$ cat config.mk
export PLATFORM = sky130hd
export DESIGN_NAME = frame_header_serializer_core
export DESIGN_NICKNAME = d
export VERILOG_FILES = /design/src/fhs_pkg.sv /design/src/fhs_front.sv /design/src/fhs_cmd_queue.sv /design/src/fhs_back.sv /design/src/frame_header_serializer_core.sv
export SDC_FILE = /design/constraint.sdc
export NUM_CORES = 1
export LEC_CHECK = 0
export BUFFER_PORTS_ARGS = -buffer_cell sky130_fd_sc_hd__buf_2
export CAP_MARGIN = 20
export CORE_AREA = 2 2 268 270
export DETAILED_ROUTE_END_ITERATION = 6
export DIE_AREA = 0 0 270 272
export MAX_ROUTING_LAYER = met4
export PLACE_DENSITY = 0.71
export SETUP_SLACK_MARGIN = 0.2
export SKIP_CTS_REPAIR_TIMING = 1
export SLEW_MARGIN = 20
export SYNTH_ARGS = -nofsm -noshare
export SYNTH_HDL_FRONTEND = slang
export SYNTH_HIERARCHICAL = 1
export SYNTH_SLANG_ARGS = --single-unit
$ cat constraint.sdc
create_clock -name clk -period 22.4 [get_ports clk]
set_input_delay 1.12 -clock clk [delete_from_list [all_inputs] [get_ports clk]]
set_output_delay 1.12 -clock clk [all_outputs]
set_load 0.05 [all_outputs]
$ cat src/fhs_pkg.sv
`default_nettype none
package fhs_pkg;

  // Frame layout constants
  localparam logic [7:0] SYNC_BYTE    = 8'h4B;
  localparam int unsigned HDR_BYTES   = 14;
  localparam int unsigned LAYOUT_BYTES = 35;

  // Byte positions in the full layout (every optional block present)
  localparam logic [5:0] POS_FRAG = 6'd14;
  localparam logic [5:0] POS_ACK  = 6'd18;
  localparam logic [5:0] POS_PRIO = 6'd26;
  localparam logic [5:0] POS_TS   = 6'd27;
  localparam logic [5:0] POS_END  = 6'd35;

  // Metadata sizes
  localparam logic [4:0] META_FRAG = 5'd4;
  localparam logic [4:0] META_ACK  = 5'd8;
  localparam logic [4:0] META_PRIO = 5'd1;
  localparam logic [4:0] META_TS   = 5'd8;

  // Flag bit positions
  localparam int unsigned FLAG_FRAG = 0;
  localparam int unsigned FLAG_ACK  = 1;
  localparam int unsigned FLAG_PRIO = 2;
  localparam int unsigned FLAG_TS   = 3;

  // Configuration register indexes
  localparam logic [1:0] CFG_BUFFER_LIMIT = 2'd0;
  localparam logic [1:0] CFG_VERSION_BYTE = 2'd1;

  // Status codes
  localparam logic [1:0] ST_OK       = 2'd0;
  localparam logic [1:0] ST_TOO_BIG  = 2'd1;
  localparam logic [1:0] ST_NO_FRAME = 2'd2;

  // Input op codes
  localparam logic OP_START   = 1'b0;
  localparam logic OP_PAYLOAD = 1'b1;

  typedef enum logic [1:0] {
    CMD_HDR,
    CMD_DATA,
    CMD_ERR
  } cmd_kind_t;

  // One classified item, handed from front to back
  typedef struct packed {
    cmd_kind_t   kind;
    logic        last;
    logic [1:0]  status;
    logic [15:0] len;
    logic [7:0]  data;      // payload byte, or version byte on headers
    logic        plen_zero;
    logic [7:0]  chan;
    logic [7:0]  ftype;
    logic [15:0] flags;
    logic [63:0] pkt;
    logic [15:0] fidx;
    logic [15:0] fcnt;
    logic [63:0] ack;
    logic [7:0]  prio;
    logic [63:0] ts;
  } cmd_t;

  // One result byte
  typedef struct packed {
    logic [7:0]  data;
    logic        last;
    logic [1:0]  status;
    logic [15:0] len;
  } res_t;

  // Next layout position, skipping absent metadata blocks
  function automatic logic [5:0] fhs_next_pos(input logic [5:0] pos, input logic [3:0] fl);
    logic [5:0] p;
    p = pos + 6'd1;
    if (p == POS_FRAG && !fl[FLAG_FRAG]) p = POS_ACK;
    if (p == POS_ACK  && !fl[FLAG_ACK])  p = POS_PRIO;
    if (p == POS_PRIO && !fl[FLAG_PRIO]) p = POS_TS;
    if (p == POS_TS   && !fl[FLAG_TS])   p = POS_END;
    return p;
  endfunction

endpackage
`default_nettype wire

$ cat src/fhs_front.sv
`default_nettype none
module fhs_front
  import fhs_pkg::*;
(
  input  wire logic        clk,
  input  wire logic        rst_n,
  // input item
  input  wire logic        acc,
  input  wire logic        op_code,
  input  wire logic [7:0]  channel_id,
  input  wire logic [7:0]  frame_type,
  input  wire logic [15:0] flag_word,
  input  wire logic [63:0] packet_number,
  input  wire logic [15:0] frag_pos,
  input  wire logic [15:0] fragment_count,
  input  wire logic [63:0] ack_number,
  input  wire logic [7:0]  priority_level,
  input  wire logic [63:0] time_stamp,
  input  wire logic [15:0] payload_length,
  input  wire logic [7:0]  payload_byte,
  // configuration
  input  wire logic        cfg_we,
  input  wire logic [1:0]  cfg_index,
  input  wire logic [15:0] cfg_data,
  // classified command
  output cmd_t             cmd
);

  logic [15:0] limit_r;
  logic [7:0]  version_r;
  logic        open_r, open_nxt;
  logic [15:0] left_r, left_nxt;
  logic [15:0] curlen_r, curlen_nxt;

  logic [4:0]  meta;
  logic [16:0] total;
  logic        too_big;
  logic [15:0] left_dec;

  // Size the frame
  always_comb begin
    meta = 5'd0;
    if (flag_word[FLAG_FRAG]) meta = meta + META_FRAG;
    if (flag_word[FLAG_ACK])  meta = meta + META_ACK;
    if (flag_word[FLAG_PRIO]) meta = meta + META_PRIO;
    if (flag_word[FLAG_TS])   meta = meta + META_TS;
    total   = 17'(HDR_BYTES) + {12'd0, meta} + {1'b0, payload_length};
    too_big = total > {1'b0, limit_r};
  end

  assign left_dec = left_r - 16'd1;

  // Classify the item and work out the next frame state
  always_comb begin
    open_nxt   = open_r;
    left_nxt   = left_r;
    curlen_nxt = curlen_r;
    cmd           = '0;
    cmd.kind      = CMD_ERR;
    cmd.chan      = channel_id;
    cmd.ftype     = frame_type;
    cmd.flags     = flag_word;
    cmd.pkt       = packet_number;
    cmd.fidx      = frag_pos;
    cmd.fcnt      = fragment_count;
    cmd.ack       = ack_number;
    cmd.prio      = priority_level;
    cmd.ts        = time_stamp;
    cmd.plen_zero = (payload_length == 16'd0);
    if (op_code == OP_START) begin
      if (too_big) begin
        cmd.kind   = CMD_ERR;
        cmd.last   = 1'b1;
        cmd.status = ST_TOO_BIG;
        cmd.len    = total[16] ? 16'hFFFF : total[15:0];
        open_nxt   = 1'b0;
        left_nxt   = 16'd0;
        curlen_nxt = 16'd0;
      end else begin
        cmd.kind   = CMD_HDR;
        cmd.status = ST_OK;
        cmd.len    = total[15:0];
        cmd.data   = version_r;
        open_nxt   = (payload_length != 16'd0);
        left_nxt   = payload_length;
        curlen_nxt = total[15:0];
      end
    end else if (!open_r) begin
      cmd.kind   = CMD_ERR;
      cmd.last   = 1'b1;
      cmd.status = ST_NO_FRAME;
      cmd.len    = 16'd0;
    end else begin
      cmd.kind   = CMD_DATA;
      cmd.data   = payload_byte;
      cmd.last   = (left_dec == 16'd0);
      cmd.status = ST_OK;
      cmd.len    = curlen_r;
      left_nxt   = left_dec;
      open_nxt   = (left_dec != 16'd0);
    end
  end

  // Hold configuration and frame state
  always_ff @(posedge clk) begin
    if (!rst_n) begin
      limit_r   <= 16'hFFFF;
      version_r <= 8'd0;
      open_r    <= 1'b0;
      left_r    <= 16'd0;
      curlen_r  <= 16'd0;
    end else begin
      if (cfg_we && cfg_index == CFG_BUFFER_LIMIT) limit_r <= cfg_data;
      if (cfg_we && cfg_index == CFG_VERSION_BYTE) version_r <= cfg_data[7:0];
      if (acc) begin
        open_r   <= open_nxt;
        left_r   <= left_nxt;
        curlen_r <= curlen_nxt;
      end
    end
  end

endmodule
`default_nettype wire

$ cat src/fhs_cmd_queue.sv
`default_nettype none
module fhs_cmd_queue
  import fhs_pkg::*;
(
  input  wire logic clk,
  input  wire logic rst_n,
  input  wire logic push,
  input  cmd_t      wr_cmd,
  output logic      full,
  input  wire logic pop,
  output logic      empty,
  output cmd_t      head
);

  cmd_t       mem_r [2];
  logic       wr_ptr_r, rd_ptr_r;
  logic [1:0] cnt_r;

  assign full  = (cnt_r == 2'd2);
  assign empty = (cnt_r == 2'd0);
  assign head  = mem_r[rd_ptr_r];

  // Store entries
  always_ff @(posedge clk) begin
    if (push) mem_r[wr_ptr_r] <= wr_cmd;
  end

  // Advance pointers and count
  always_ff @(posedge clk) begin
    if (!rst_n) begin
      wr_ptr_r <= 1'b0;
      rd_ptr_r <= 1'b0;
      cnt_r    <= 2'd0;
    end else begin
      if (push) wr_ptr_r <= ~wr_ptr_r;
      if (pop)  rd_ptr_r <= ~rd_ptr_r;
      if (push && !pop)      cnt_r <= cnt_r + 2'd1;
      else if (pop && !push) cnt_r <= cnt_r - 2'd1;
    end
  end

endmodule
`default_nettype wire

$ cat src/fhs_back.sv
`default_nettype none
module fhs_back
  import fhs_pkg::*;
(
  input  wire logic clk,
  input  wire logic rst_n,
  // command side
  input  wire logic cmd_empty,
  input  cmd_t      cmd,
  output logic      cmd_pop,
  // result side
  output logic      res_empty,
  input  wire logic res_pop,
  output res_t      res
);

  logic [5:0] pos_r, pos_nxt;
  logic [0:LAYOUT_BYTES-1][7:0] lay;
  logic [5:0] next_pos;
  logic       hdr_end;
  logic       emit;
  res_t       emit_res;

  res_t       buf_r [2];
  logic       wr_ptr_r, rd_ptr_r;
  logic [1:0] cnt_r;

  // Lay out every header and metadata byte in send order
  assign lay = {SYNC_BYTE, cmd.data, cmd.chan, cmd.ftype, cmd.flags, cmd.pkt,
                cmd.fidx, cmd.fcnt, cmd.ack, cmd.prio, cmd.ts};

  assign next_pos = fhs_next_pos(pos_r, cmd.flags[3:0]);
  assign hdr_end  = (next_pos == POS_END);
  assign emit     = !cmd_empty && (cnt_r != 2'd2);

  // Build the result byte and decide when the command is done
  always_comb begin
    emit_res = '0;
    cmd_pop  = 1'b0;
    pos_nxt  = pos_r;
    unique case (cmd.kind)
      CMD_HDR: begin
        emit_res.data   = lay[pos_r];
        emit_res.last   = hdr_end && cmd.plen_zero;
        emit_res.status = ST_OK;
        emit_res.len    = cmd.len;
        if (emit) begin
          cmd_pop = hdr_end;
          pos_nxt = hdr_end ? 6'd0 : next_pos;
        end
      end
      CMD_DATA: begin
        emit_res.data   = cmd.data;
        emit_res.last   = cmd.last;
        emit_res.status = cmd.status;
        emit_res.len    = cmd.len;
        cmd_pop         = emit;
      end
      default: begin
        emit_res.data   = 8'd0;
        emit_res.last   = cmd.last;
        emit_res.status = cmd.status;
        emit_res.len    = cmd.len;
        cmd_pop         = emit;
      end
    endcase
  end

  // Hold the byte position within the header
  always_ff @(posedge clk) begin
    if (!rst_n) begin
      pos_r <= 6'd0;
    end else begin
      pos_r <= pos_nxt;
    end
  end

  // Two-entry result buffer decouples the serializer from the consumer
  assign res_empty = (cnt_r == 2'd0);
  assign res       = buf_r[rd_ptr_r];

  always_ff @(posedge clk) begin
    if (emit) buf_r[wr_ptr_r] <= emit_res;
  end

  always_ff @(posedge clk) begin
    if (!rst_n) begin
      wr_ptr_r <= 1'b0;
      rd_ptr_r <= 1'b0;
      cnt_r    <= 2'd0;
    end else begin
      if (emit) wr_ptr_r <= ~wr_ptr_r;
      if (res_pop && !res_empty) rd_ptr_r <= ~rd_ptr_r;
      if (emit && !(res_pop && !res_empty))      cnt_r <= cnt_r + 2'd1;
      else if (!emit && res_pop && !res_empty)   cnt_r <= cnt_r - 2'd1;
    end
  end

endmodule
`default_nettype wire

$ cat src/frame_header_serializer_core.sv
`default_nettype none
// Channel   Transfer when                 Carries
// input     in_push & !in_full            start item (header fields) or payload byte
// result    out_pop & !out_empty          one frame byte with last, status, length
// config    cfg_valid & cfg_ready         cfg_index (0 buffer_limit, 1 version_byte)
//
// A payload or error item yields one byte; an accepted start item yields 14 to 35
// bytes, one per cycle from the serializer while the result buffer has room, so
// input is taken one item per cycle while the serializer keeps up. With both queues
// empty, the item enters the command queue, then its first result the result buffer.
// A two-entry command queue sits between classifier and serializer, and a
// two-entry result buffer sits after it; either side stalls on its own.
// Reset is synchronous, active low; cfg_ready is always high.
module frame_header_serializer_core
  import fhs_pkg::*;
(
  input  wire logic        clk,
  input  wire logic        rst_n,
  // input channel
  input  wire logic        in_push,
  output logic             in_full,
  input  wire logic        in_op_code,
  input  wire logic [7:0]  in_channel_id,
  input  wire logic [7:0]  in_frame_type,
  input  wire logic [15:0] in_flag_word,
  input  wire logic [63:0] in_packet_number,
  input  wire logic [15:0] in_frag_pos,
  input  wire logic [15:0] in_fragment_count,
  input  wire logic [63:0] in_ack_number,
  input  wire logic [7:0]  in_priority_level,
  input  wire logic [63:0] in_time_stamp,
  input  wire logic [15:0] in_payload_length,
  input  wire logic [7:0]  in_payload_byte,
  // result channel
  output logic             out_empty,
  input  wire logic        out_pop,
  output logic [7:0]       out_byte,
  output logic             out_last_byte,
  output logic [1:0]       out_status_code,
  output logic [15:0]      out_frame_length,
  // configuration channel
  input  wire logic        cfg_valid,
  output logic             cfg_ready,
  input  wire logic [1:0]  cfg_index,
  input  wire logic [15:0] cfg_data
);

  logic in_acc;
  cmd_t front_cmd;
  cmd_t head_cmd;
  logic q_empty;
  logic q_pop;
  res_t res;

  assign cfg_ready = 1'b1;
  assign in_acc    = in_push && !in_full;

  fhs_front u_front (
    .clk           (clk),
    .rst_n         (rst_n),
    .acc           (in_acc),
    .op_code       (in_op_code),
    .channel_id    (in_channel_id),
    .frame_type    (in_frame_type),
    .flag_word     (in_flag_word),
    .packet_number (in_packet_number),
    .frag_pos      (in_frag_pos),
    .fragment_count(in_fragment_count),
    .ack_number    (in_ack_number),
    .priority_level(in_priority_level),
    .time_stamp    (in_time_stamp),
    .payload_length(in_payload_length),
    .payload_byte  (in_payload_byte),
    .cfg_we        (cfg_valid && cfg_ready),
    .cfg_index     (cfg_index),
    .cfg_data      (cfg_data),
    .cmd           (front_cmd)
  );

  fhs_cmd_queue u_queue (
    .clk   (clk),
    .rst_n (rst_n),
    .push  (in_acc),
    .wr_cmd(front_cmd),
    .full  (in_full),
    .pop   (q_pop),
    .empty (q_empty),
    .head  (head_cmd)
  );

  fhs_back u_back (
    .clk      (clk),
    .rst_n    (rst_n),
    .cmd_empty(q_empty),
    .cmd      (head_cmd),
    .cmd_pop  (q_pop),
    .res_empty(out_empty),
    .res_pop  (out_pop),
    .res      (res)
  );

  assign out_byte         = res.data;
  assign out_last_byte    = res.last;
  assign out_status_code  = res.status;
  assign out_frame_length = res.len;

endmodule
`default_nettype wire

* After elaboration in Yosys (flattened, before gate mapping)
Memory sizes are Yosys's and may differ from the RTL's. A register that Yosys moved wholly into a read port is not among the register bits.
Index checks and enable logic that the tools add are counted.
** Word-level totals
- Logic and storage cells :: 124
- Bits of input ports :: 312
- Bits in registers :: 71
- Output and inout bits :: 30
- Memory bits (writable) :: 642
- Memories :: 2
** Operators by class
- Reductions and logical operators :: 39
- Bitwise gates (word level) :: 6
- Mux-type cells :: 42
- Equality and inequality tests :: 10
- Magnitude comparators :: 2
- Add/subtract/negate cells :: 11
** Memories
- u_queue.mem_r :: depth 2, bits a word 294, read ports 1, clocked after memory_dff 1, wr ports 1, line fhs_cmd_queue.sv:15 : cmd_t mem_r [2];
- u_back.buf_r :: depth 2, bits a word 27, read ports 1, clocked after memory_dff 1, wr ports 1, line fhs_back.sv:24 : res_t buf_r [2];
** Operator list (count)
- $mux 16 :: 5
- $pmux 27 s2 :: 1
- $bmux 8 s6 :: 1
- $logic_not 16->1 :: 2
- $mux 8 :: 4
- $reduce_bool 16->1 :: 2
- $mux 6 :: 5
- $mux 29 :: 1
- $mux 21 :: 1
- $eq 6x5->1 const B :: 3
- $add 17x16->17 :: 1
- $gt 17x16->1 :: 1
- $mux 17 :: 1
- $sub 16x1->16 const B :: 1
- $logic_and 1x1->1 :: 15
- $mux 5 :: 3
- $mux 1 :: 14
- $logic_not 1->1 :: 11
- $mux 2 :: 5
- $logic_not 2->1 :: 4
- $ge 7x7->1 const B :: 1
- $not 6->7 :: 1
- $add 4x5->6 const A :: 1
- $add 6x1->6 const B :: 1
- 15 further kinds :: 25

* Logic depth before layout (Yosys ltp)
Gate-level depths: netlist of the first run.
- Depth in word-level cells :: 19
- Depth in mapped cells :: 19

* Modules after synthesis
The synthesis of the first run kept the hierarchy.
** By module, submodules not included
- fhs_cmd_queue :: area each 22520.3 um^2, cells each 937, times used 1, seq. area each 17757.0 um^2
- fhs_front :: area each 5955.7 um^2, cells each 758, times used 1, seq. area each 1141.1 um^2
- fhs_back :: area each 5183.7 um^2, cells each 389, times used 1, seq. area each 1841.8 um^2
- frame_header_serializer_core :: area each 25.0 um^2, cells each 3, times used 1, seq. area each 0.0 um^2

* Least setup slack after synthesis of the first run
OpenSTA, ideal clock, no wires.
- Kind :: in2reg
- Start point :: input in_push
- End point :: register u_queue.wr_ptr_r
- Required time :: 22.281 ns
- Data arrival time :: 15.137 ns
- Setup slack :: 7.145 ns
- Stages :: 3
- Path through :: nor2b_4 > nor2b_1 > o21a_1
** On the way
- Cells in the longest elaborated chain, start to end :: 1
** Ends and longest elaborated chain
- start, declared :: line frame_header_serializer_core.sv:20 : input wire logic in_push,
- $logic_and 1x1->1 :: line frame_header_serializer_core.sv:56 : assign in_acc = in_push && !in_full;
- end signal, assigned :: line fhs_cmd_queue.sv:35 : if (push) wr_ptr_r <= ~wr_ptr_r;
- end, declared :: line fhs_cmd_queue.sv:16 : logic wr_ptr_r, rd_ptr_r;
Every way passes these cells.
A chain may end at the register's enable or synchronous reset.

* Worst setup path in the final report of the first run
- Start point :: input in_flag_word[1]
- End point :: register u_front.curlen_r[2]
** On the way
- Cells in the longest elaborated chain, start to end :: 9
** Ends and longest elaborated chain
- start, declared :: line frame_header_serializer_core.sv:25 : input wire logic [15:0] in_flag_word,
- $mux 5 (*) :: line fhs_front.sv:44 : if (flag_word[FLAG_ACK]) meta = meta + META_ACK;
- $add 5x1->5 :: line fhs_front.sv:45 : if (flag_word[FLAG_PRIO]) meta = meta + META_PRIO;
- $mux 5 (*) :: line fhs_front.sv:45
- $add 5x4->5 :: line fhs_front.sv:46 : if (flag_word[FLAG_TS]) meta = meta + META_TS;
- $mux 5 (*) :: line fhs_front.sv:46
- $add 4x5->6 (*) :: line fhs_front.sv:47 : total = 17'(HDR_BYTES) + {12'd0, meta} + {1'b0, payload_length};
- $add 17x16->17 (*) :: line fhs_front.sv:47
- $gt 17x16->1 :: line fhs_front.sv:48 : too_big = total > {1'b0, limit_r};
- $mux 16 (*) :: line fhs_front.sv:71 : if (too_big) begin
- end signal, assigned :: line fhs_front.sv:118 : curlen_r <= curlen_nxt;
- end, declared :: line fhs_front.sv:33 : logic [15:0] curlen_r, curlen_nxt;
Every way passes the cells marked *; elsewhere a longest branch is shown, timed or not.

==> results by stage, run 1 <==
Layout:
- For this run, the share of the core covered by cells in the final layout is 51.72%.
- The filler cell count is 5697.
- The post-route cell area is 36590 um2.
- The area growth from synthesis to layout is 8.636%.
- The multi-input combinational cells in the finished layout cover a total of 10120 um2.
- Registers take 20750 um2.
- The share of final-layout standard cells stronger than drive strength 1 is 39.89%.
- The number of nets in the layout is 2505.
- The filler-free cell count of the finished design is 3202.

GRT:
- The maximum number of pins on one net before global-route repair is 170.
- Global routing used 30.92% of the available met2 tracks.
- The most used routing layer is met2.
- Global routing consumed, on the met1 layer, 24.26% of the routing resources.
- The first-pass GRT wire length is 105400 um.
- The total congestion overflow after global routing is 0.
- Global routing used 4.928% of the available met3 tracks.
- The number of antenna violations at the first check in global routing is 32.
- The total global-route track usage is 19.61%.
- The via count of the first global-routing pass is 17.46k.

STA:
- The achievable frequency is 192.2 MHz.
- The setup slack after layout is 17.20 ns.
- For the final database, setup skew stands at 0.04532 ns.
- At the pin with the least slew margin, the transition time is 1.070 ns.
- Across all hold checks on the routed design, the worst slack comes to 0.4846 ns.
- The total count of max-transition violations in the final report came to 0.
- Measured against its own limit, the worst slew margin works out to 28.69%.
- Setup repair after global routing left no endpoint under its margin.
- The number of setup violations in the final report is 0.
- The share of the clock period used by the worst path is 23.23%.
- The setup TNS after final layout is 0 ns.
- The clock period could shrink to 5.203 ns.
- The number of hold violations in the final report is 0.

Synth:
- After synthesis, flip-flops and latches occupy 61.57% of the total area.
- The mean instance size in the synthesized netlist is 16.14 um2.
- The area share of the largest cell type after synthesis is 57.23%.
- Of all flip-flops after synthesis, the portion carrying an async set or reset was 0%.
- The dominant synthesized flop cell is sky130_fd_sc_hd__edfxtp_1.
- The biggest area contributor in the post-synthesis netlist is sky130_fd_sc_hd__edfxtp_1.
- Synthesis produced 2087 cells.
- The count of flip-flops with a built-in enable after synthesis is 642.
- The Yosys step of the flow raised 6 warnings.
- Yosys attributes the largest share of cell area to sky130_fd_sc_hd__edfxtp_1 (57%), sky130_fd_sc_hd__mux2_4 (12%), sky130_fd_sc_hd__buf_4 (6.1%), sky130_fd_sc_hd__mux4_2 (4.5%), sky130_fd_sc_hd__dfxtp_1 (4.3%).
- The cell area that synthesis handed to floorplanning was 33680 um2.
- The synthesized flop and latch total is 715.
- Synthesis produced a netlist with a net count of 2431.
- The distinct cell type count after synthesis is 79.

Clock tree:
- The TritonCTS sink count is 715.
- The depth of the CTS H-tree is 3.
- TritonCTS built the clock tree.
- Counting the buffers created by CTS gives 77.
- Clock-pin slew was measured on the worst setup and hold paths at 0.06 ns.
- The clock reaches the later pin of the worst-skew pair after 0.63 ns.
- The clock tree buffer depth is 3.
- Clock tree synthesis selected as its root buffer the cell sky130_fd_sc_hd__clkbuf_16.

Die:
- The initialized floorplan defines 98 standard-cell rows.
- The total area inside the core boundary comes to 70750 um2.
- The die covers 73440 um2.
- The starting utilization of the core area is 47.61%.
- The die outline height is 272 um.
- The boundary pin count is 342.
- In this run the horizontal extent of the chip is 270 um.

Placement:
- Counting tap cells, the placed design contains a total of 3032 instances.
- The wire-length estimate of the detail-placed layout is 48500 um.
- In this run the cell area measured after placement is 34110 um2.
- During placement, the flow inserted port buffers numbering 340.
- Routability-driven placement finished with a final weighted congestion of 0.9430.
- The setup slack after placement is 16.74 ns.

Power and ir drop:
- Of the total power, combinational logic draws 29.5%.
- Sequential cells burn 42.2% of the power.
- The internal power summed over all cells is 2.982 mW.
- The proportion of total power due to net switching is 29.78%.
- The analysis attributes to cell leakage a power of 13.44 nW.
- The total power density per cell area is 116.0 nW/um2.
- The switching power total is 1.265 mW.
- The clock network accounts for 28.3% of the total power.
- The design draws 4.246 mW.
- Across the VDD grid, the largest voltage drop is 0.08497 mV.

Job:
- The max-cap check violation count is 0.

Critical path:
- The critical path's most frequent cell is sky130_fd_sc_hd__ha_1.
- In this design, the stage delay of the slowest critical-path cell is 0.71 ns.
- The data required time at the worst endpoint is 22.96 ns.
- The worst setup path is launched from a primary input.
- The first element of the critical path is in_flag_word[1].
- The arrival time at the worst endpoint is 5.77 ns.
- Walking the worst path, the cells encountered are buf_2, ha_1, inv_1, ha_1, inv_1, ha_1, o21ai_0, o21a_1, nor2_1, nand3_1, xnor2_1, ha_1, and4_1, nand4_1, o211ai_1, o31ai_4, and3_1, a22o_1.
- The slowest stage of the critical path is the sky130_fd_sc_hd__o31ai_4 cell.
- The critical path capture point type is a register.
- The largest fanout of any net on the critical path is 17.
- The worst setup path is of the primary input to register kind.

Detailed routing:
- Dividing the detail-routed wire length by the instance count gives 22.22 um.
- For this run, the detailed router's first-pass iteration total came to 5.
- The final wirelength is 71130 um.
- The detailed router finished its first iteration with 1264 violations.
- The post-detailed-route via-to-cell ratio is 5.346.
- The remaining number of nets flagged by the antenna check after routing is 0.
- For this block, the via count after detailed routing is 17.12k.
- In the routed design, unresolved DRC markers number 0.

Worst hold path:
- The startpoint identified for the worst hold timing path is u_front/curlen_r[10].
- The class of the tightest hold or removal check is register to register.

Outcome:
- The flow ran to the end, and the final reports show no timing, DRC or antenna violations.
==> worst max-delay path, delay by kind of cell <==
kind	cells	cell delay, ns
AOI/OAI and AO/OA	5	1.48
xor gates and xnor gates	1	0.31
adders and majority gates	4	1.19
buffers and inverters	3	0.20
and+or+nand+nor	5	1.44
==> sequential cells by signal, summed over array words and instances, names as in the netlist, named ones only <==
register,cells
u_queue/mem_r,588
u_back/buf_r,54
u_front/curlen_r,16
u_front/left_r,16
u_front/limit_r,16
u_front/version_r,8
u_back/pos_r,6
u_back/cnt_r,2
u_queue/cnt_r,2
u_back/rd_ptr_r,1
u_back/wr_ptr_r,1
u_front/open_r,1
u_queue/rd_ptr_r,1
u_queue/wr_ptr_r,1
==> placed cells by master (no fill, tap or decap), types with 19 or more instances in the layout <==
cell type,Yosys,final
sky130_fd_sc_hd__edfxtp_1,642,642
sky130_fd_sc_hd__buf_2,20,340
sky130_fd_sc_hd__mux2_4,260,260
sky130_fd_sc_hd__clkbuf_16,0,77
sky130_fd_sc_hd__dfxtp_1,73,68
sky130_fd_sc_hd__mux4_2,67,67
sky130_fd_sc_hd__nand2_1,62,62
sky130_fd_sc_hd__mux2_2,61,61
sky130_fd_sc_hd__nor2_1,50,50
sky130_fd_sc_hd__inv_1,44,44
sky130_fd_sc_hd__a21oi_1,42,42
sky130_fd_sc_hd__mux2i_1,40,40
sky130_fd_sc_hd__o21ai_0,39,39
sky130_fd_sc_hd__diode_2,0,31
sky130_fd_sc_hd__ha_1,31,31
sky130_fd_sc_hd__nor3_1,27,26
sky130_fd_sc_hd__a22o_1,24,24
sky130_fd_sc_hd__nor2b_1,25,23
sky130_fd_sc_hd__nand3_1,23,23
sky130_fd_sc_hd__xnor2_1,22,22
sky130_fd_sc_hd__o211ai_1,19,19
==> layer usage <==
metal  wire length [um]  up-vias
li1                   -     7867
met1              29370     8609
met2              34660      521
met3               4966      121
met4               2140        0
met5                  0        -
==> cell type report <==
| cell class | count | area share [%] |
|---|---|---|
| flip-flops and latches | 715 | 56.71 |
| multi-input cells | 963 | 27.65 |
| clock buffers | 91 | 5.409 |
| repair buffers | 359 | 5.142 |
| well taps | 950 | 3.248 |
| clock inverters | 48 | 1.163 |
| inverters | 45 | 0.4616 |
| diodes | 31 | 0.2120 |
==> power by group through the flow <==
stage	clock network [mW]	registers [mW]	logic [mW]
after floorplan	0	1.83	1.06
after global placement	0	1.81	1.25
after detailed placement	0	1.82	1.26
after CTS	1.24	1.79	1.27
after global routing	1.29	1.81	1.33
final	1.20	1.79	1.25
==> logic make-up after synthesis <==
kind of cell,share of synthesized area [%]
simple gates,4.053
xor+xnor,0.9286
compound gates,4.394
other cells,0.01113
buf+inv,8.458
fa+ha+maj,1.211
mux,19.37
flops,61.57
==> cells in the mapped netlist (6+ instances only) <==
| library cell | instances |
|---|---|
| sky130_fd_sc_hd__a211oi_1 | 7 |
| sky130_fd_sc_hd__a21o_1 | 6 |
| sky130_fd_sc_hd__a21oi_1 | 42 |
| sky130_fd_sc_hd__a22o_1 | 24 |
| sky130_fd_sc_hd__a31oi_1 | 7 |
| sky130_fd_sc_hd__and2_1 | 15 |
| sky130_fd_sc_hd__and3_1 | 12 |
| sky130_fd_sc_hd__buf_2 | 20 |
| sky130_fd_sc_hd__buf_4 | 273 |
| sky130_fd_sc_hd__buf_6 | 32 |
| sky130_fd_sc_hd__clkbuf_1 | 33 |
| sky130_fd_sc_hd__dfxtp_1 | 73 |
| sky130_fd_sc_hd__edfxtp_1 | 642 |
| sky130_fd_sc_hd__ha_1 | 31 |
| sky130_fd_sc_hd__inv_1 | 44 |
| sky130_fd_sc_hd__mux2_2 | 61 |
| sky130_fd_sc_hd__mux2_4 | 260 |
| sky130_fd_sc_hd__mux2i_1 | 40 |
| sky130_fd_sc_hd__mux4_2 | 67 |
| sky130_fd_sc_hd__nand2_1 | 62 |
| sky130_fd_sc_hd__nand3_1 | 23 |
| sky130_fd_sc_hd__nand4_1 | 6 |
| sky130_fd_sc_hd__nor2_1 | 50 |
| sky130_fd_sc_hd__nor2b_1 | 25 |
| sky130_fd_sc_hd__nor3_1 | 27 |
| sky130_fd_sc_hd__nor4_1 | 8 |
| sky130_fd_sc_hd__o211ai_1 | 19 |
| sky130_fd_sc_hd__o21ai_0 | 39 |
| sky130_fd_sc_hd__xnor2_1 | 22 |
| sky130_fd_sc_hd__xor2_1 | 10 |
==> path summary, 6_finish.rpt <==
path | end | slack (ns) | depth (start not counted)
hold reg to reg | u_front/curlen_r[10] | 0.48 | 1
hold / removal | u_front/curlen_r[10] | 0.48 | 1
setup reg to reg | u_back/buf_r[1][23] | 17.59 | 9
setup / recovery | u_front/curlen_r[2] | 17.20 | 18
No activity file was read; power rests on OpenSTA's default activity.
==> run 2, diff against run 1 <==
--- a/config.mk
+++ b/config.mk
@@ -11,7 +11,7 @@
 export DETAILED_ROUTE_END_ITERATION = 6
 export DIE_AREA = 0 0 270 272
 export MAX_ROUTING_LAYER = met4
-export PLACE_DENSITY = 0.71
+export PLACE_DENSITY = 0.73
 export SETUP_SLACK_MARGIN = 0.2
 export SKIP_CTS_REPAIR_TIMING = 1
 export SLEW_MARGIN = 20
==> constraint.sdc (replaced) <==
create_clock -name clk -period 4.7 [get_ports clk]
set_input_delay 0.235 -clock clk [delete_from_list [all_inputs] [get_ports clk]]
set_output_delay 0.235 -clock clk [all_outputs]
set_load 0.05 [all_outputs]
==> results by stage, run 2 (synthesis gave the netlist of run 1 again) <==
STA:
- Setup violations remaining at the end of the flow were counted as 0.
- The clock skew after layout is 0.02094 ns.
- The worst pin sits at a relative slew slack of 34.29%.
- Setup repair after global routing left no endpoint under its margin.
- The measured slew at the worst slew-check pin is 0.9835 ns.
- The share of the clock period used by the worst path is 91.90%.
- After layout, the worst setup slack is 0.3808 ns.
- The clock period could shrink to 4.319 ns.
- Derived from the worst setup path, the maximum achievable clock frequency is 231.5 MHz.
- The number of hold violations in the final report is 0.
- The tightest hold path in the finished design has a slack of 0.01545 ns.
- The total count of max-transition violations in the final report was 0.
- Adding up every negative setup slack in the final design gives 0 ns.

Clock tree:
- The root cell of the clock tree is sky130_fd_sc_hd__clkbuf_16.
- The TritonCTS clock tree is done.
- The CTS clock-pin slew for the worst setup and hold paths is 0.06 ns.
- Buffers inserted during clock tree synthesis total 75.
- The clock tree buffer depth is 3.
- CTS saw 715 sinks.
- The clock reaches the later pin of the worst-skew pair after 0.62 ns.
- The clock tree synthesis step divided the H-tree into 3 levels.

GRT:
- The maximum number of pins on one net before global-route repair is 69.
- The first global-routing pass estimated 107800 um of wire.
- The total congestion overflow after global routing is 0.
- The via count of the first global-routing pass came to 17.63k.
- In the global route stage, overall resource usage came out at 20.18%.
- The number of antenna violations at the first check in global routing is 13.

Layout:
- The number of nets in the layout is 2825.
- The largest registers in the layout are u_queue/mem_r x588, u_back/buf_r x54.
- In the final layout, the multi-input gates occupy 10130 um2.
- In the layout the commonest cells are sky130_fd_sc_hd__edfxtp_1 (642), sky130_fd_sc_hd__buf_2 (340), sky130_fd_sc_hd__dlygate4sd3_1 (298).
- After the flow finishes, the layout carries non-filler instances totaling 3495.
- The register with the most flip-flops in the layout has 588 of them.
- Relative to the synthesized area, the layout overhead comes to 18.11%.
- The most common cell after layout, fill and taps aside is sky130_fd_sc_hd__edfxtp_1.
- The largest register by flop count is u_queue/mem_r.
- The sequential cell area is 20760 um2.
- The share of final-layout standard cells stronger than drive strength 1 is 35.80%.
- Counting the fill cells in the layout gives 5317.

Detailed routing:
- The total met2 wirelength after detailed routing is 40080 um.
- In the detailed route, the total length drawn on met3 is 4275 um.
- In the final routed layout, each cell accounts on average for 22.61 um.
- The total iterations of the first detailed-routing run is 5.
- The post-detailed-route via-to-cell ratio is 5.299.
- For this run, design rule violations remaining after detail routing come to 0.
- For this block, the initial DRC count from the detailed router was 1494.
- For this block, the routed nets add up to 79040 um of wire.
- The routed length on met1 is 32690 um.
- Routed signal wires occupy layers up through met4.
- The count of nets left with antenna violations once routing finished came out at 0.
- The total via count in the routed design is 18.52k.

Die:
- In this run the core area contains 98 standard-cell rows.
- The floorplan step set the die width to 270 um.
- 342 I/O pins were placed.
- The die outline height is 272 um.
- The placeable core region is 70750 um2.
- The starting utilization of the core area is 47.61%.
- The area of the die is 73440 um2.

Power and ir drop:
- The total power density per cell area is 519.6 nW/um2.
- For this design the static power due to leakage is 14.81 nW.
- The worst-case vdd ir drop is 0.3581 mV.
- The overall power of the completed layout is 20.67 mW.

Job:
- Across the run, the number of max-cap violations was 0.

Critical path:
- The critical path depth in cells is 18.
- The slowest cell on the critical path is sky130_fd_sc_hd__dlygate4sd3_1.
- Grouping stages by cell kind, the critical path spends the most delay in compound AO/OA/AOI/OAI gates.
- Walking the worst path, the cells encountered are dlygate4sd3_1, buf_2, ha_1, ha_1, fa_1, a21o_1, a21boi_0, nor3b_1, xor2_1, ha_1, and4_1, nand4_1, o211ai_1, o31ai_4, buf_4, and3_1, buf_4, a22o_1.
- The critical path capture point type is a register.
- The critical path's most frequent cell is sky130_fd_sc_hd__ha_1.
- The count of cells along the worst register-to-register path is 12.
- STA puts the critical path data required time at 5.25 ns.
- The critical path class is primary input to register.
- STA puts the critical path data arrival time at 4.86 ns.
- STA classifies the critical path startpoint as a primary input.
- The total buffers and inverters traversed by the critical path is 4.
- The biggest cell delay along the critical path is 0.56 ns.
- The largest fanout of any net on the critical path is 16.

Placement:
- The half-perimeter wire length of the detailed placement result is 50440 um.
- Buffers placed on the I/O ports in this run total 340.
- The number of placed instances, taps included, is 3055.
- Before CTS, the worst setup slack after placement is 0.3010 ns.
- The global placement routability congestion is 0.8866.

Worst hold path:
- The number of instances on the worst hold path is 2.
- The class of the tightest hold or removal check is primary input to register.

Outcome:
- The run finished with clean final reports.
==> run 2: cell count changes in the layout (fill, tap and decap cells not counted), sizes merged <==
cell         change
clkinv           -8
clkbuf           -2
bufinv           +2
dlygate4sd3    +298
inv              -4
diode           -17
buf             +24
==> run 2: area by class of cell <==
class | instances | area share (%)
multi-input combinational | 963 | 25.45
antenna | 14 | 0.08806
clock inverter | 38 | 0.9152
tap | 950 | 2.988
inverter | 45 | 0.4246
sequential | 715 | 52.17
timing repair buffer | 681 | 12.90
clock buffer | 89 | 5.060
==> run 2: path summary, 6_finish.rpt <==
path                            start                     to  slack (ns)
hold reg to reg   u_front/curlen_r[2]    u_front/curlen_r[2]        0.48
hold / removal     in_payload_byte[2]  u_queue/mem_r[1][267]        0.02
setup reg to reg             register       u_queue/cnt_r[1]        0.98
setup / recovery      in_flag_word[2]   u_front/curlen_r[12]        0.38
==> run 2: report_power, final <==
| part | switching, mW | leakage, nW | total [mW] | internal [mW] |
|---|---|---|---|---|
| Clock | 2.44 | 1.16 | 5.78 | 3.34 |
| Combinational | 3.29 | 7.04 | 6.38 | 3.09 |
| Sequential | 0.408 | 6.61 | 8.51 | 8.10 |
==> run 2: metal layers <==
layer / track usage, % / up-vias
met3: 4.373 / 132
li1: - / 8453
met4: 6.711 / 0
met5: - / -
met1: 25.64 / 9295
met2: 32.31 / 641
==> run 2: metrics by stage <==
stage                     util (%)  instance area [um2]
after floorplan                  -                33700
final                        56.23                39780
after global placement       48.57                34370
after CTS                    51.93                36740
after global routing         56.23                39780
after detailed placement     48.57                34370
